$ cat src/sv/rvdec_pkg.sv
// Shared types, opcode, format and mnemonic codes for the RV32I subset decoder.
package rvdec_pkg;

	localparam logic [6:0] OPC_OP     = 7'b0110011;
	localparam logic [6:0] OPC_OPIMM  = 7'b0010011;
	localparam logic [6:0] OPC_BRANCH = 7'b1100011;
	localparam logic [6:0] OPC_LOAD   = 7'b0000011;
	localparam logic [6:0] OPC_STORE  = 7'b0100011;

	localparam logic [1:0] FMT_R = 2'd0;
	localparam logic [1:0] FMT_I = 2'd1;
	localparam logic [1:0] FMT_S = 2'd2;
	localparam logic [1:0] FMT_B = 2'd3;

	localparam logic [2:0] F3_ADD = 3'd0;
	localparam logic [2:0] F3_SLL = 3'd1;
	localparam logic [2:0] F3_WORD = 3'd2;
	localparam logic [2:0] F3_XOR = 3'd4;
	localparam logic [2:0] F3_SR  = 3'd5;
	localparam logic [2:0] F3_OR  = 3'd6;
	localparam logic [2:0] F3_AND = 3'd7;

	localparam logic [6:0] F7_BASE = 7'h00;
	localparam logic [6:0] F7_ALT  = 7'h20;

	localparam logic [4:0] MN_ADD  = 5'd0;
	localparam logic [4:0] MN_SUB  = 5'd1;
	localparam logic [4:0] MN_XOR  = 5'd2;
	localparam logic [4:0] MN_OR   = 5'd3;
	localparam logic [4:0] MN_AND  = 5'd4;
	localparam logic [4:0] MN_SLL  = 5'd5;
	localparam logic [4:0] MN_SRL  = 5'd6;
	localparam logic [4:0] MN_SRA  = 5'd7;
	localparam logic [4:0] MN_ADDI = 5'd8;
	localparam logic [4:0] MN_XORI = 5'd9;
	localparam logic [4:0] MN_ORI  = 5'd10;
	localparam logic [4:0] MN_ANDI = 5'd11;
	localparam logic [4:0] MN_SLLI = 5'd12;
	localparam logic [4:0] MN_SRLI = 5'd13;
	localparam logic [4:0] MN_SRAI = 5'd14;
	localparam logic [4:0] MN_LW   = 5'd15;
	localparam logic [4:0] MN_SW   = 5'd16;
	localparam logic [4:0] MN_BEQ  = 5'd17;

	typedef struct packed {
		logic [6:0]  major_opcode;
		logic [4:0]  dest_reg;
		logic [4:0]  src1_reg;
		logic [4:0]  src2_reg;
		logic [2:0]  func3_field;
		logic [6:0]  func7_field;
		logic [12:0] immediate;
		logic [1:0]  format_code;
		logic [4:0]  mnemonic_code;
		logic        illegal;
	} decode_result_t;

endpackage

$ cat src/sv/rvdec_decode.sv
// Combinational field extraction and mnemonic lookup for one instruction word.
module rvdec_decode (
	input  logic [31:0]              instr,
	output rvdec_pkg::decode_result_t result
);
	import rvdec_pkg::*;

	logic [6:0] opc;
	logic [4:0] f_rd;
	logic [4:0] f_rs1;
	logic [4:0] f_rs2;
	logic [2:0] f3;
	logic [6:0] f7;
	logic       hit;
	logic [4:0] mn;

	assign opc   = instr[6:0];
	assign f_rd  = instr[11:7];
	assign f_rs1 = instr[19:15];
	assign f_rs2 = instr[24:20];
	assign f3    = instr[14:12];
	assign f7    = instr[31:25];

	always_comb begin
		result              = '0;
		result.major_opcode = opc;
		hit                 = 1'b0;
		mn                  = MN_ADD;
		case (opc)
			OPC_OP: begin
				result.format_code = FMT_R;
				result.dest_reg    = f_rd;
				result.src1_reg    = f_rs1;
				result.src2_reg    = f_rs2;
				result.func3_field = f3;
				result.func7_field = f7;
				if (f7 == F7_BASE) begin
					hit = 1'b1;
					case (f3)
						F3_ADD:  mn = MN_ADD;
						F3_SLL:  mn = MN_SLL;
						F3_XOR:  mn = MN_XOR;
						F3_SR:   mn = MN_SRL;
						F3_OR:   mn = MN_OR;
						F3_AND:  mn = MN_AND;
						default: hit = 1'b0;
					endcase
				end else if (f7 == F7_ALT) begin
					hit = 1'b1;
					case (f3)
						F3_ADD:  mn = MN_SUB;
						F3_SR:   mn = MN_SRA;
						default: hit = 1'b0;
					endcase
				end
			end
			OPC_OPIMM: begin
				result.format_code = FMT_I;
				result.dest_reg    = f_rd;
				result.src1_reg    = f_rs1;
				result.func3_field = f3;
				result.immediate   = {1'b0, instr[31:20]};
				if (f3 inside {F3_SLL, F3_SR}) begin
					result.func7_field = f7;
				end
				hit = 1'b1;
				case (f3)
					F3_ADD: mn = MN_ADDI;
					F3_XOR: mn = MN_XORI;
					F3_OR:  mn = MN_ORI;
					F3_AND: mn = MN_ANDI;
					F3_SLL: begin
						mn  = MN_SLLI;
						hit = (f7 == F7_BASE);
					end
					F3_SR: begin
						mn  = (f7 == F7_ALT) ? MN_SRAI : MN_SRLI;
						hit = (f7 == F7_BASE) || (f7 == F7_ALT);
					end
					default: hit = 1'b0;
				endcase
			end
			OPC_LOAD: begin
				result.format_code = FMT_I;
				result.dest_reg    = f_rd;
				result.src1_reg    = f_rs1;
				result.func3_field = f3;
				result.immediate   = {1'b0, instr[31:20]};
				mn                 = MN_LW;
				hit                = (f3 == F3_WORD);
			end
			OPC_STORE: begin
				result.format_code = FMT_S;
				result.src1_reg    = f_rs1;
				result.src2_reg    = f_rs2;
				result.func3_field = f3;
				result.immediate   = {1'b0, instr[31:25], instr[11:7]};
				mn                 = MN_SW;
				hit                = (f3 == F3_WORD);
			end
			OPC_BRANCH: begin
				result.format_code = FMT_B;
				result.src1_reg    = f_rs1;
				result.src2_reg    = f_rs2;
				result.func3_field = f3;
				result.immediate   = {instr[31], instr[7], instr[30:25], instr[11:8], 1'b0};
				mn                 = MN_BEQ;
				hit                = (f3 == F3_ADD);
			end
			default: begin
				hit = 1'b0;
			end
		endcase
		result.mnemonic_code = hit ? mn : MN_ADD;
		result.illegal       = !hit;
	end

endmodule

$ cat src/sv/rv32i_subset_instruction_decoder_core.sv
// Top level of the RV32I subset decoder: input register, decode, result register.
// An accepted word is held in the input register and decoded combinationally; the decode
// is then held in the result register, which drives result_valid.
// Throughput: one instruction per cycle while result_ready is high, set by the two-register
// pipeline with ready propagated back from the result register.
// Reset: arst_n clears both stage valid bits at once; payload is not reset.
module rv32i_subset_instruction_decoder_core (
	input  logic        clk,
	input  logic        arst_n,
	input  logic        instr_valid,
	output logic        instr_ready,
	input  logic [31:0] instruction_word,
	output logic        result_valid,
	input  logic        result_ready,
	output logic [6:0]  major_opcode,
	output logic [4:0]  dest_reg,
	output logic [4:0]  src1_reg,
	output logic [4:0]  src2_reg,
	output logic [2:0]  func3_field,
	output logic [6:0]  func7_field,
	output logic [12:0] immediate,
	output logic [1:0]  format_code,
	output logic [4:0]  mnemonic_code,
	output logic        illegal
);
	import rvdec_pkg::*;

	logic           valid_s1;
	logic [31:0]    instr_s1;
	logic           valid_s2;
	decode_result_t result_s2;
	decode_result_t dec;
	logic           adv_s2;
	logic           adv_s1;

	assign adv_s2      = !valid_s2 || result_ready;
	assign adv_s1      = !valid_s1 || adv_s2;
	assign instr_ready = adv_s1;

	rvdec_decode u_decode (
		.instr  (instr_s1),
		.result (dec)
	);

	always_ff @(posedge clk or negedge arst_n) begin
		if (!arst_n) begin
			valid_s1 <= 1'b0;
			valid_s2 <= 1'b0;
		end else begin
			if (adv_s1) begin
				valid_s1 <= instr_valid;
			end
			if (adv_s2) begin
				valid_s2 <= valid_s1;
			end
		end
	end

	always_ff @(posedge clk) begin
		if (adv_s1 && instr_valid) begin
			instr_s1 <= instruction_word;
		end
		if (adv_s2 && valid_s1) begin
			result_s2 <= dec;
		end
	end

	assign result_valid  = valid_s2;
	assign major_opcode  = result_s2.major_opcode;
	assign dest_reg      = result_s2.dest_reg;
	assign src1_reg      = result_s2.src1_reg;
	assign src2_reg      = result_s2.src2_reg;
	assign func3_field   = result_s2.func3_field;
	assign func7_field   = result_s2.func7_field;
	assign immediate     = result_s2.immediate;
	assign format_code   = result_s2.format_code;
	assign mnemonic_code = result_s2.mnemonic_code;
	assign illegal       = result_s2.illegal;

	a_accept_fills_s1: assert property (@(posedge clk) disable iff (!arst_n)
		instr_valid && instr_ready |=> valid_s1)
		else $error("accepted transaction did not reach the input register");

	a_s1_moves_to_s2: assert property (@(posedge clk) disable iff (!arst_n)
		valid_s1 && adv_s2 |=> valid_s2)
		else $error("decoded transaction did not reach the result register");

	a_illegal_no_mnemonic: assert property (@(posedge clk) disable iff (!arst_n)
		valid_s2 && illegal |-> mnemonic_code == MN_ADD)
		else $error("illegal result carries a mnemonic");

	a_i_format_no_rs2: assert property (@(posedge clk) disable iff (!arst_n)
		valid_s2 && !illegal && format_code == FMT_I |-> src2_reg == 5'd0)
		else $error("I format result carries a second source register");

endmodule

$ cat config.mk
export PLATFORM = sky130hd
export DESIGN_NAME = rv32i_subset_instruction_decoder_core
export DESIGN_NICKNAME = d
export VERILOG_FILES = /design/src/sv/rvdec_pkg.sv /design/src/sv/rvdec_decode.sv /design/src/sv/rv32i_subset_instruction_decoder_core.sv
export SDC_FILE = /design/constraint.sdc
export NUM_CORES = 1
export LEC_CHECK = 0
export ABC_AREA = 1
export BUFFER_PORTS_ARGS = -buffer_cell sky130_fd_sc_hd__buf_4
export CORE_MARGIN = 8
export CORE_UTILIZATION = 30
export DETAILED_ROUTE_END_ITERATION = 12
export SLEW_MARGIN = 20
export SYNTH_ARGS = -nofsm -noshare
export SYNTH_HDL_FRONTEND = slang
export SYNTH_SLANG_ARGS = --single-unit
$ cat constraint.sdc
create_clock -name clk -period 5.7 [get_ports clk]
set_input_delay 0.285 -clock clk [delete_from_list [all_inputs] [get_ports clk]]
set_output_delay 0.285 -clock clk [all_outputs]
set_load 0.05 [all_outputs]
==> metrics <==
Final Slew Violations=0; Max-Cap Viols=0; io pins=91; Worst Path Required=5790 ps; I/O Buffers=90; r2r endpoint=mnemonic_code[1]; class of the tightest hold or removal check=in -> reg; Starting Density=30.22%; CTS H-tree lvls=3; worst reg-to-reg path cell count=10; CTS hold repair buffers=1; peak supply drop=117.7 uV; R2R setup slack=4090 ps; hold_sp=instruction_word[15]; Power per Cell Area=343.3 nW/um^2; Antenna Cells=0; fin crit share=28.25%; vias in the first global route=2192; CP Class=reg -> reg; Inserted Clock Buffers=9; die height=122.3 um; Worst Path Max Fanout=6; Cell variety after synth=19; largest net degree at the start of global routing=54; Comb pwr share=17.3%; num rows=39; post-CTS resize count=0; Final Hold Viols=0; commonest cells after routing, fill and taps aside=92 x buf_4, 85 x edfxtp_1, 46 x nor2_1, 42 x inv_1, 39 x nand2_1; ANT nets after route=0; DR pass1 iterations=4; grt ovf=0; die span in x=122.3 um; largest reg by FF count=instr_s1; synth-to-layout area growth=33.38%; outcome=finished, final reports clean; die area=14960 sq um; Largest register FFs=32; worst hold slack=124.1 ps; initial antenna violation count=0; Leak=1.976 nW; met3 routed WL=538 um; Slew headroom=54.38%; met2 WL=3607 um; clk sinks=87; Vias/cell=4.241; first-pass GRT wire length=11210 um; Reg2Reg Launch Point=instr_s1[12]; Syn Nets=297; GRT Overall Usage=10.05%; placer congestion estimate=0.9275; clock root cell=clkbuf_16; switching share of total power=27.75%; final setup violation count=0; Period minus WS final=1610 ps; vias post-DR=2163; final setup TNS=0 ps; latest clock arrival within the worst-skew pair=330 ps; wire per inst=14.37 um; register share of total power=50.8%; nets@finish=401; CTS Buffer Depth=2; P_sw=0.4311 mW; CP Launch Type=flop; worst path arrival time=1700 ps; CP Capture Type=flop; CTS tree=done; initial drt markers=99; syn_area_per_cell=13.00 sq um; unrepaired setup endpoints after global routing=false; worst setup path startpoint=instr_s1[12]; Core ar.=11220 sq um; # DRC=0; DPL Wire Length=5368 um; Syn Std Cell Area=3392 sq um; commonest non-fill, non-tap cell in the layout=buf_4; Critical Path End=mnemonic_code[1]; DRT met1 WL=2960 um; routed wire length=7331 um; setup repair bufs after CTS=0; Cells after Synth=261; flops & latches, synth=87; internal power=1.122 mW; register area share after synthesis=76.72%; Worst Tran Pin Value=684.2 ps; Clk pwr share=31.8%; layout cells sized above 1=34.33%; CTS clk-pin slew, worst paths=60 ps; Max Used Layer=met4; yosys warns=0; Max Freq=621.0 MHz; Fin Clk Skew=4.817 ps
## cells in the mapped netlist
master    number  area (sq um)
a21oi_1        4         20.02
a21oi_2        1         8.760
dfrtp_1        2         50.05
edfxtp_1      85          2552
inv_1         42         157.7
inv_2          4         15.01
nand2_1       39         146.4
nand2_2        5         31.28
nand2_4        1         11.26
nand3_1       10         50.05
nand3_2        3         30.03
nor2_1        46         172.7
nor2_2         4         25.02
nor2_4         3         33.78
nor2_8         1         20.02
nor3_2         1         10.01
o21ai_0        3         15.01
o21ai_1        1         5.000
o22ai_1        6         37.54
## critical path, stage by stage (launching register included)
cell and delay (ps):
edfxtp_1 410, inv_1 180, nor2_2 80, nand2_1 90, inv_1 50, nand2_1 100, nand3_1 90, nand2_1 80
nand3_2 120, nand2_1 130, inv_1 50
## worst min path at each step
stage                         to  slack (ps)  cells past startpoint
global route        instr_s1[11]         110                      1
floorplan           result_valid         -10                      0
finish              instr_s1[15]         120                      1
detailed placement      valid_s1          70                      1
global placement    result_valid          70                      1
CTS                 instr_s1[15]         110                      1
## layout make-up
cell class | count | area, sq um
sequential | 87 | 2603
fill | 1102 | 6699
tap | 143 | 178.9
inverter | 46 | 172.7
timing repair buffer | 93 | 700.7
clock inverter | 4 | 16.27
clock buffer | 9 | 225.2
multi-input combinational | 128 | 628.1
## power by group through the flow
stage                     Clock (mW)  Combinational (mW)  Sequential [mW]
after floorplan                    0              0.0496            0.930
after global placement             0               0.271            0.802
after detailed placement           0               0.274            0.803
after CTS                      0.511               0.274            0.790
after global routing           0.530               0.284            0.795
final                          0.495               0.269            0.789
## stage by stage
step	power (mW)	cells	area [sq um]	setup WS [ps]	utilization, %
after floorplan	0.9797	261	3392	1952	-
after global placement	1.073	496	4273	4123	38.07
after detailed placement	1.077	496	4273	4086	38.07
after CTS	1.576	510	4524	4078	40.31
after global routing	1.610	510	4524	3947	40.31
final	1.553	510	4524	4090	40.31
## routing by layer
metal | GRT usage, % | vias to the layer above
li1 | - | 1070
met1 | 11.20 | 1000
met2 | 16.40 | 71
met3 | 3.404 | 22
met4 | 6.169 | 0
met5 | 0 | -
## cells by family after synthesis
group | after synthesis | synth area share (%)
flip-flops | 87 | 76.72
AO/OA/AOI/OAI | 15 | 2.545
AND/OR/NAND/NOR | 113 | 15.64
buffers and inverters | 46 | 5.090
Power figures use the tool's default switching activity.
